<file path="src/rtl/amt_pkg.sv">
// Shared types, constants and permission decode for the MMU translate block.
// No dependencies; imported by the top level and the port checker.
package amt_pkg;

	localparam int unsigned CFG_IDX_W = 3;

	localparam logic [CFG_IDX_W-1:0] REG_MMU_ENABLE      = 3'd0;
	localparam logic [CFG_IDX_W-1:0] REG_ALIGN_CHECK     = 3'd1;
	localparam logic [CFG_IDX_W-1:0] REG_SYSTEM_PROTECT  = 3'd2;
	localparam logic [CFG_IDX_W-1:0] REG_ROM_PROTECT     = 3'd3;
	localparam logic [CFG_IDX_W-1:0] REG_TRANSLATION_BASE = 3'd4;
	localparam logic [CFG_IDX_W-1:0] REG_DOMAIN_ACCESS   = 3'd5;

	localparam logic [2:0] FAULT_NONE        = 3'd0;
	localparam logic [2:0] FAULT_SECTION     = 3'd1;
	localparam logic [2:0] FAULT_DOMAIN      = 3'd2;
	localparam logic [2:0] FAULT_PAGE        = 3'd3;
	localparam logic [2:0] FAULT_UNSUPPORTED = 3'd4;

	localparam logic [1:0] DESC_FAULT   = 2'd0;
	localparam logic [1:0] DESC_COARSE  = 2'd1;
	localparam logic [1:0] DESC_SECTION = 2'd2;
	localparam logic [1:0] DESC_FINE    = 2'd3;

	localparam logic [1:0] L2_FAULT = 2'd0;
	localparam logic [1:0] L2_LARGE = 2'd1;
	localparam logic [1:0] L2_SMALL = 2'd2;
	localparam logic [1:0] L2_TINY  = 2'd3;

	localparam logic [1:0] DOM_CLIENT  = 2'd1;
	localparam logic [1:0] DOM_MANAGER = 2'd3;

	localparam logic [31:0] MASK_IDENTITY  = 32'hff000000;
	localparam logic [31:0] MASK_SECTION   = 32'hfff00000;
	localparam logic [31:0] MASK_LARGE     = 32'hffff0000;
	localparam logic [31:0] MASK_LARGE_SUB = 32'hffffc000;
	localparam logic [31:0] MASK_SMALL     = 32'hfffff000;
	localparam logic [31:0] MASK_SMALL_SUB = 32'hfffffc00;

	typedef struct packed {
		logic [4:0]  mode;
		logic [31:0] tag;
		logic [31:0] mask;
		logic [31:0] base;
		logic        rd;
		logic        wr;
	} tlb_entry_t;

	// returns {read, write} for an AP field under the S and R bits
	function automatic logic [1:0] perm_bits(input logic [1:0] ap, input logic s_bit,
			input logic r_bit, input logic user);
		logic [1:0] res;
		res = 2'b00;
		case (ap)
			2'd0: begin
				if (s_bit && !r_bit) begin
					res = user ? 2'b00 : 2'b10;
				end else if (r_bit && !s_bit) begin
					res = 2'b10;
				end
			end
			2'd1: res = user ? 2'b00 : 2'b11;
			2'd2: res = user ? 2'b10 : 2'b11;
			default: res = 2'b11;
		endcase
		return res;
	endfunction

endpackage

</file>
<file path="src/rtl/arm_mmu_translate_with_micro_tlb_top.sv">
// Top level of the ARM-style MMU translate block with two one-entry micro TLBs.
// Depends on amt_pkg (constants, TLB entry type, permission decode).
//
// Usage:
//   Request channel (req_valid/req_stall) carries one access: TLB select, virtual
//   address, processor mode, access size and the level-1/level-2 descriptor words.
//   Response channel (rsp_valid/rsp_stall) returns one word per request: physical
//   address, permissions, hit flag, fault code, alignment flag, fetch addresses.
//   Config channel (cfg_valid/cfg_ready, cfg_index, cfg_data) is always ready;
//   write it only while no request is in flight.
// Pipeline: an accepted word passes the input register, then the result register,
//   before rsp_valid presents it. Throughput: one word per cycle while rsp_stall
//   is low; the TLB lookup, decode and refill all sit between those two
//   registers, so a request always sees the TLB as left by the one before it.
// Stall: when rsp_stall holds a full result register, the input register still
//   takes one more word; req_stall rises only when both are full.
// Reset: arst_n clears both TLB entries to invalid, all config registers to zero
//   and both pipeline registers to empty. Config is all zero after reset.
module arm_mmu_translate_with_micro_tlb_top (
	input  logic                          clk,
	input  logic                          arst_n,
	input  logic                          cfg_valid,
	output logic                          cfg_ready,
	input  logic [amt_pkg::CFG_IDX_W-1:0] cfg_index,
	input  logic [31:0]                   cfg_data,
	input  logic                          req_valid,
	output logic                          req_stall,
	input  logic                          mode,
	input  logic [31:0]                   virtual_address,
	input  logic [4:0]                    processor_mode,
	input  logic [1:0]                    access_size,
	input  logic [31:0]                   level1_descriptor,
	input  logic [31:0]                   level2_descriptor,
	output logic                          rsp_valid,
	input  logic                          rsp_stall,
	output logic [31:0]                   physical_address,
	output logic                          read_allowed,
	output logic                          write_allowed,
	output logic                          tlb_hit,
	output logic [2:0]                    fault_code,
	output logic                          alignment_fault,
	output logic [31:0]                   level1_address,
	output logic [31:0]                   level2_address
);
	import amt_pkg::*;

	logic        mmu_enable_q, align_check_q, s_bit_q, r_bit_q;
	logic [31:0] ttb_q, dacr_q;

	logic        valid_s1;
	logic        mode_s1;
	logic [31:0] va_s1;
	logic [4:0]  pm_s1;
	logic [1:0]  size_s1;
	logic [31:0] l1_s1, l2_s1;

	logic        out_valid_q;
	logic [31:0] pa_q, l1addr_q, l2addr_q;
	logic        rd_q, wr_q, hit_q, afault_q;
	logic [2:0]  fault_q;

	logic [1:0]  tlb_valid_q;
	tlb_entry_t  tlb_q [2];

	logic        advance, take_req;

	tlb_entry_t  entry, fill_entry;
	logic        user, hit, afault, do_fill, do_inval;
	logic [1:0]  amask, dacc, ap, rw, sub;
	logic [3:0]  dom;
	logic [31:0] pa, l1addr, l2addr, fill_mask;
	logic        rd, wr, large_pg, full;
	logic [2:0]  fault;

	assign cfg_ready = 1'b1;
	assign advance   = !out_valid_q || !rsp_stall;
	assign req_stall = valid_s1 && !advance;
	assign take_req  = req_valid && !req_stall;

	always_ff @(posedge clk or negedge arst_n) begin
		if (!arst_n) begin
			mmu_enable_q  <= 1'b0;
			align_check_q <= 1'b0;
			s_bit_q       <= 1'b0;
			r_bit_q       <= 1'b0;
			ttb_q         <= '0;
			dacr_q        <= '0;
		end else if (cfg_valid && cfg_ready) begin
			unique case (cfg_index)
				REG_MMU_ENABLE:       mmu_enable_q  <= cfg_data[0];
				REG_ALIGN_CHECK:      align_check_q <= cfg_data[0];
				REG_SYSTEM_PROTECT:   s_bit_q       <= cfg_data[0];
				REG_ROM_PROTECT:      r_bit_q       <= cfg_data[0];
				REG_TRANSLATION_BASE: ttb_q         <= cfg_data;
				REG_DOMAIN_ACCESS:    dacr_q        <= cfg_data;
				default: ;
			endcase
		end
	end

	always_ff @(posedge clk or negedge arst_n) begin
		if (!arst_n) begin
			valid_s1 <= 1'b0;
		end else if (advance || !valid_s1) begin
			valid_s1 <= req_valid;
		end
	end

	always_ff @(posedge clk) begin
		if (take_req) begin
			mode_s1 <= mode;
			va_s1   <= virtual_address;
			pm_s1   <= processor_mode;
			size_s1 <= access_size;
			l1_s1   <= level1_descriptor;
			l2_s1   <= level2_descriptor;
		end
	end

	always_comb begin
		entry     = tlb_q[mode_s1];
		user      = (pm_s1[3:0] == 4'd0);
		amask     = (size_s1 == 2'd0) ? 2'b00 : (size_s1 == 2'd1) ? 2'b01 : 2'b11;
		afault    = align_check_q && ((va_s1[1:0] & amask) != 2'b00);
		l1addr    = mmu_enable_q ? (ttb_q | {18'd0, va_s1[31:20], 2'b00}) : '0;
		l2addr    = (mmu_enable_q && l1_s1[1:0] == DESC_COARSE)
			? {l1_s1[31:10], va_s1[19:12], 2'b00} : '0;
		hit       = tlb_valid_q[mode_s1] && entry.mode == pm_s1
			&& (va_s1 & entry.mask) == entry.tag;
		dom       = l1_s1[8:5];
		dacc      = dacr_q[{dom, 1'b0} +: 2];
		large_pg  = (l2_s1[1:0] == L2_LARGE);
		sub       = large_pg ? va_s1[15:14] : va_s1[11:10];
		full      = 1'b1;
		ap        = l1_s1[11:10];
		rw        = 2'b11;
		pa        = '0;
		rd        = 1'b0;
		wr        = 1'b0;
		fault     = FAULT_NONE;
		do_fill   = 1'b0;
		do_inval  = 1'b0;
		fill_mask = MASK_IDENTITY;

		if (hit) begin
			pa = entry.base | (va_s1 & ~entry.mask);
			rd = entry.rd;
			wr = entry.wr;
		end else if (!mmu_enable_q) begin
			pa      = va_s1;
			rd      = 1'b1;
			wr      = 1'b1;
			do_fill = 1'b1;
		end else begin
			case (l1_s1[1:0])
				DESC_FAULT: fault = FAULT_SECTION;
				DESC_FINE:  fault = FAULT_UNSUPPORTED;
				default: begin
					if (dacc != DOM_CLIENT && dacc != DOM_MANAGER) begin
						fault    = FAULT_DOMAIN;
						do_inval = 1'b1;
					end else if (l1_s1[1:0] == DESC_SECTION) begin
						if (dacc == DOM_CLIENT) begin
							rw = perm_bits(ap, s_bit_q, r_bit_q, user);
						end
						pa        = {l1_s1[31:20], va_s1[19:0]};
						{rd, wr}  = rw;
						fill_mask = MASK_SECTION;
						do_fill   = 1'b1;
					end else if (l2_s1[1:0] == L2_FAULT) begin
						fault = FAULT_PAGE;
					end else if (l2_s1[1:0] == L2_TINY) begin
						fault = FAULT_UNSUPPORTED;
					end else begin
						if (dacc == DOM_CLIENT) begin
							case (sub)
								2'd0:    ap = l2_s1[5:4];
								2'd1:    ap = l2_s1[7:6];
								2'd2:    ap = l2_s1[9:8];
								default: ap = l2_s1[11:10];
							endcase
							full = (l2_s1[5:4] == l2_s1[7:6]) && (l2_s1[7:6] == l2_s1[9:8])
								&& (l2_s1[9:8] == l2_s1[11:10]);
							rw   = perm_bits(ap, s_bit_q, r_bit_q, user);
						end
						pa = large_pg ? {l2_s1[31:16], va_s1[15:0]}
							: {l2_s1[31:12], va_s1[11:0]};
						{rd, wr}  = rw;
						fill_mask = large_pg ? (full ? MASK_LARGE : MASK_LARGE_SUB)
							: (full ? MASK_SMALL : MASK_SMALL_SUB);
						do_fill   = 1'b1;
					end
				end
			endcase
		end

		fill_entry.mode = pm_s1;
		fill_entry.mask = fill_mask;
		fill_entry.tag  = va_s1 & fill_mask;
		fill_entry.base = pa & fill_mask;
		fill_entry.rd   = rd;
		fill_entry.wr   = wr;
	end

	always_ff @(posedge clk or negedge arst_n) begin
		if (!arst_n) begin
			tlb_valid_q <= 2'b00;
		end else if (valid_s1 && advance) begin
			if (do_fill) begin
				tlb_valid_q[mode_s1] <= 1'b1;
			end else if (do_inval) begin
				tlb_valid_q[mode_s1] <= 1'b0;
			end
		end
	end

	always_ff @(posedge clk) begin
		if (valid_s1 && advance && do_fill) begin
			tlb_q[mode_s1] <= fill_entry;
		end
	end

	always_ff @(posedge clk or negedge arst_n) begin
		if (!arst_n) begin
			out_valid_q <= 1'b0;
		end else if (advance) begin
			out_valid_q <= valid_s1;
		end
	end

	always_ff @(posedge clk) begin
		if (valid_s1 && advance) begin
			pa_q     <= pa;
			rd_q     <= rd;
			wr_q     <= wr;
			hit_q    <= hit;
			fault_q  <= fault;
			afault_q <= afault;
			l1addr_q <= l1addr;
			l2addr_q <= l2addr;
		end
	end

	assign rsp_valid        = out_valid_q;
	assign physical_address = pa_q;
	assign read_allowed     = rd_q;
	assign write_allowed    = wr_q;
	assign tlb_hit          = hit_q;
	assign fault_code       = fault_q;
	assign alignment_fault  = afault_q;
	assign level1_address   = l1addr_q;
	assign level2_address   = l2addr_q;

endmodule

</file>
<file path="config.mk">
export PLATFORM = sky130hd
export DESIGN_NAME = arm_mmu_translate_with_micro_tlb_top
export DESIGN_NICKNAME = d
export VERILOG_FILES = /design/src/rtl/amt_pkg.sv /design/src/rtl/arm_mmu_translate_with_micro_tlb_top.sv
export SDC_FILE = /design/constraint.sdc
export NUM_CORES = 1
export LEC_CHECK = 0
export BUFFER_PORTS_ARGS = -buffer_cell sky130_fd_sc_hd__buf_2
export CAP_MARGIN = 30
export CORE_MARGIN = 2
export CORE_UTILIZATION = 50
export DETAILED_ROUTE_END_ITERATION = 7
export GPL_TIMING_DRIVEN = 0
export PLACE_DENSITY = 0.79
export SETUP_SLACK_MARGIN = 0.2
export SYNTH_ARGS = -nofsm -noshare
export SYNTH_HDL_FRONTEND = slang
export SYNTH_SLANG_ARGS = --single-unit
</file>
<file path="constraint.sdc">
create_clock -name clk -period 14.23 [get_ports clk]
set_clock_uncertainty 0.05 [all_clocks]
set_input_delay 0.7115 -clock clk [delete_from_list [all_inputs] [get_ports clk]]
set_output_delay 0.7115 -clock clk [all_outputs]
set_load 0.01 [all_outputs]
</file>
Yosys cells after proc, flatten, opt, wreduce, memory -nomap -nowiden
Memories as Yosys holds them, arrays and structs flattened. A register that Yosys moved wholly into a read port is not among the register bits.
Index checks and enable logic that the tools add are counted.
Widths: inputs -> output; s select.
{"block": "totals", "ff_bits": 279, "ram_bits": 190, "inputBits": 144, "out_inout_bits": 106, "word_cells": 193, "memories": 1}
{"block": "classes", "n_lt_le_gt_ge": 2, "eq_ne": 25, "n_shift": 1, "n_mux": 86, "n_bitwise": 12, "n_reduce_logical": 42}
{"memory": "tlb_q", "words": 2, "word_bits": 95, "rd": 1, "rd_ports_with_merged_regs": 1, "wr": 1, "line": "arm_mmu_translate_with_micro_tlb_top.sv:63", "rtl": "tlb_entry_t tlb_q [2];"}
{"cell": "$mux 32", "n": 7}
{"cell": "$mux 24", "n": 7}
{"cell": "$and 32x32->32", "n": 4}
{"cell": "$mux 16", "n": 3}
{"cell": "$mux 1", "n": 40}
{"cell": "$mux 2", "n": 19}
{"cell": "$eq 32x32->1", "n": 1}
{"cell": "$not 32->32", "n": 1}
{"cell": "$or 32x14->32", "n": 1}
{"cell": "$or 32x32->32", "n": 1}
{"cell": "$shiftx 32x6->2", "n": 1}
{"cell": "$pmux 2 s3", "n": 3}
{"cell": "$eq 2x1->1 const B", "n": 7}
{"cell": "$logic_and 1x1->1", "n": 14}
{"cell": "$reduce_and 2->1", "n": 7}
{"cell": "$eq 2x2->1 const B", "n": 6}
{"cell": "$logic_not 2->1", "n": 6}
{"cell": "$mux 12", "n": 1}
{"cell": "$mux 3", "n": 4}
{"cell": "$logic_not 1->1", "n": 7}
{"cell": "$eq 2x2->1", "n": 3}
{"cell": "$eq 3x2->1 const B", "n": 2}
{"cell": "$eq 3x3->1 const B", "n": 2}
{"cell": "$pmux 3 s2", "n": 1}
{"cell": "16 further kinds", "n": 20}

Longest topological paths before layout
{"block": "logic_depth", "word_depth": 22, "mapped_depth": 11, "ltp_nobuf": 9}

Worst setup path after synthesis
Ideal clock, no wire load.
{"block": "synth_path", "path_type": "register to register", "startpoint": "register with a tool-made name", "endpoint": "memory tlb_q[0][0] (netlist bit), enable pin", "setup_time_ps": 539, "arrival_ps": 5656, "t_required_ps": 13641, "setup_slack_ps": 7985, "stages_incl_launch_ff": 10, "path_buffers": 3, "period_less_slack_ps": 6245, "path_cell_list": "dfxtp_1 buf_2 buf_4 o32a_1 o2111ai_1 nor4_2 nand3_1 clkbuf_1 nand2_1 nor3_1"}
{"element": "to (decl)", "line": "arm_mmu_translate_with_micro_tlb_top.sv:63"}

==> summary.txt <==
Status
  – Status: finished, final reports clean

Synthesis
  – Seq/Total Area, Yosys: 71.19%
  – EDFF count, synth: 311
  – Share of Yosys cell area claimed by the top area cell type: 59.57%
  – Cell taking the most area after synthesis: edfxtp_1
  – Post-synth ARST share: 18.75%
  – Yosys cell types: 75
  – Synth Register Bits: 384
  – Synth Warn #: 0
  – Post-synth top flop: edfxtp_1
  – Top post-synthesis cells by area: edfxtp_1 (60%), dfrtp_1 (11%), mux2_2 (5.2%)
  – Cells after Synth: 1,003
  – Cell area after synthesis: 0.01568 mm2
  – Avg Inst Size Synth: 15.63 um2

Finish
  – Multi-input logic area: 0.004219 mm2
  – Fillers: 2,268
  – Share of cells above drive strength 1: 32.76%
  – FF/Latch Area: 0.01116 mm2
  – # nets final: 1,451
  – Final core occ: 61.52%
  – Synth-to-layout area growth: 20.66%

Timing
  – Hold Fails Final Rpt: 0
  – Fin. max-slew vios: 0
  – RSZ-0062 raised after global routing: no
  – Worst-Margin Slew: 0.9995 ns
  – Fmax: 0.2540 GHz
  – Setup violators final: 0
  – Slew HR: 33.20%
  – Final critical-path required period: 3.937 ns
  – Fin Hold WS: 0.05371 ns
  – Final period util: 27.67%
  – Final Worst Setup Slack: 10.29 ns
  – Setup tns final: 0 ns

Drt
  – Final ANT Viol Nets: 0
  – DRT iter0 DRCs: 882
  – Vias: 9,917
  – Routed WL: 37.90 mm
  – Drt drc: 0
  – Drt first pass iters: 5
  – Routed len/inst: 21.83 um
  – Vias per cell: 5.713

Floorplanning
  – Die width: 181.1 um
  – Core Region: 0.03075 mm2
  – Die H: 181.1 um
  – Row count: 64
  – Initial core utilization: 50.98%
  – Io pins: 250
  – Total die area: 0.03278 mm2

Setup path
  – Crit path cell chain: buf_2, clkbuf_1, a211oi_1, a221oi_1, nor4_2, nand3_1, clkbuf_1, nand2_1, nor2_4, buf_16, buf_12
  – R2R depth: 11
  – Crit Path Category: reg2reg
  – Crit path top cell by count: clkbuf_1
  – Slowest stage delay, CP: 0.45 ns
  – R2R setup slack: 10.29 ns
  – Reg2reg end: tlb_q[1][96]
  – CP endpoint kind: register
  – Worst path top cell family by delay: buffers and inverters
  – Crit path max fanout: 26
  – Worst setup endpoint: tlb_q[1][96]
  – Startpoint Class: register
  – WP data required: 14.41 ns
  – WP data arrival: 4.12 ns
  – Crit path buffers/inverters: 5
  – Slowest cell on crit path: nor2_4
  – Crit path depth: 11

Min path
  – Hold Path Class: in2async

Placed design
  – Routability cong.: 0.8965
  – Post-place setup slack: 10.36 ns
  – Port Buffers: 240
  – Dpl hpwl: 26.98 mm

Clocking
  – Clock transition at path regs: 0.06 ns
  – Post_cts resized: 0
  – CTS buffer count: 41
  – Clk_lat worst skew: 0.54 ns
  – CTS root buffer: clkbuf_16
  – Cts-stage hold buffer count: 0
  – Max Root-Sink Buffers: 3
  – CTS sink cnt: 384
  – Htree depth: 2
  – CTS tree: built
  – # Post-CTS Setup Buffers: 0

GRT
  – Largest net degree at the start of global routing: 73
  – First-pass GRT wire length: 57.55 mm
  – Remaining global-route overflow: 0
  – Via count of the first global-routing pass: 10,020
  – GRT Util Overall: 23.05%
  – Initial antenna violation count: 14

Power and ir drop
  – Pwr Total: 2789 uW
  – Peak VDD IR: 0.1179 mV
  – P per Cell Area: 147.4 mW/mm2
  – Leakage: 0.007457 uW

Flow run
  – Max_cap viols: 0
cells in the mapped netlist, types with 3 or more instances:
library cell and n:
a31oi_1 3, a22o_1 4, o22ai_1 4, ha_1 9, nor2b_1 14, and3b_1 9
a22oi_1 16, and3_1 35, mux4_2 9, dfrtp_1 72, o311ai_0 4, a2111oi_0 3
nand3_1 5, buf_2 9, xor2_1 14, a21oi_1 34, buf_4 6, nand4b_1 5
a221oi_1 3, buf_1 3, inv_1 16, a21boi_0 10, nor3b_1 12, mux2_2 72
nand2_1 43, edfxtp_1 311, o21ai_0 20, o2111ai_1 4, o21ai_1 8, clkbuf_1 33
nor4_1 3, o31ai_1 3, nand2b_1 5, nand4_1 4, a211o_1 6, mux2i_1 33
nor3_1 12, a211oi_1 15, and2_1 52, nor2_1 31
report_power, final:
part / switching [uW] / total (uW) / internal, uW
Clock: 430 / 1010 / 582
Sequential: 58.5 / 1420 / 1360
Combinational: 211 / 362 / 151
Total: 699 / 2790 / 2090
worst min path at each step:
stage	end	slack [ns]	cells after the start
finish	ttb_q[20]	0.05	1
CTS	ttb_q[20]	0.06	1
global route	ttb_q[20]	0.07	1
global placement	rsp_valid	0.42	1
floorplan	asynchronous set/reset pin	0.37	0
detailed placement	tlb_q[1][102]	0.43	0
layer usage:
metal / global-route usage [%] / vias to the layer above / wire (um)
met5: 0 / - / 61
met4: 8.390 / 10 / 1300
met3: 7.257 / 83 / 3567
met2: 38.02 / 440 / 18480
met1: 28.81 / 4927 / 14490
li1: - / 4457 / -
cells in the final DEF, fill, tap and decap left out, drive strengths merged, types with 18 or more instances in the layout:
cell type | netlist | routed
mux2i | 33 | 33
dfrtp | 72 | 72
inv | 18 | 19
and3 | 35 | 35
nand2 | 44 | 44
mux2 | 72 | 72
clkbuf | 33 | 89
a22oi | 18 | 18
nor2 | 31 | 31
and2 | 53 | 53
buf | 20 | 271
o21ai | 29 | 29
edfxtp | 311 | 311
a21oi | 35 | 35
stage by stage:
stage                     instances  area, um2
after global placement         1640      17380
after detailed placement       1651      17590
after CTS                      1727      18890
after global routing           1731      18900
after floorplan                1004      15680
final                          1736      18920
logic make-up (layout without fill, tap and decap cells):
family                     count (synthesis)  after routing  synth area share [%]
DFF                                      384            384                 71.19
and+or+nand+nor                          250            250                 9.530
AOI/OAI and AO/OA                        158            158                 7.080
muxes                                    114            114                 8.572
buffers and inverters                     71            398                 2.011
xor gates and xnor gates                  14             14                0.7822
adders and majority gates                 10             10                0.7822
other                                      2             12               0.04791
flip-flops by register name (all words and copies together), names as in the netlist, 2 cells and up, named ones only:
register and count:
physical_address 32, l2_s1 30, pm_s1 5, ttb_q 32
l1_s1 28, va_s1 32, fault_code 3, level1_address 32
level2_address 30, tlb_q 112, size_s1 2, dacr_q 32
cell type report:
class / instances / area share (%)
clock inverters: 20 / 0.6549
clock buffers: 56 / 6.211
multi-input cells: 549 / 22.30
diodes: 9 / 0.1191
inverters: 18 / 0.3704
repair buffers: 251 / 7.408
flip-flops and latches: 384 / 59.00
plain buffers: 53 / 1.310
well taps: 396 / 2.619
Note: power is estimated with default switching activity, not from simulation.
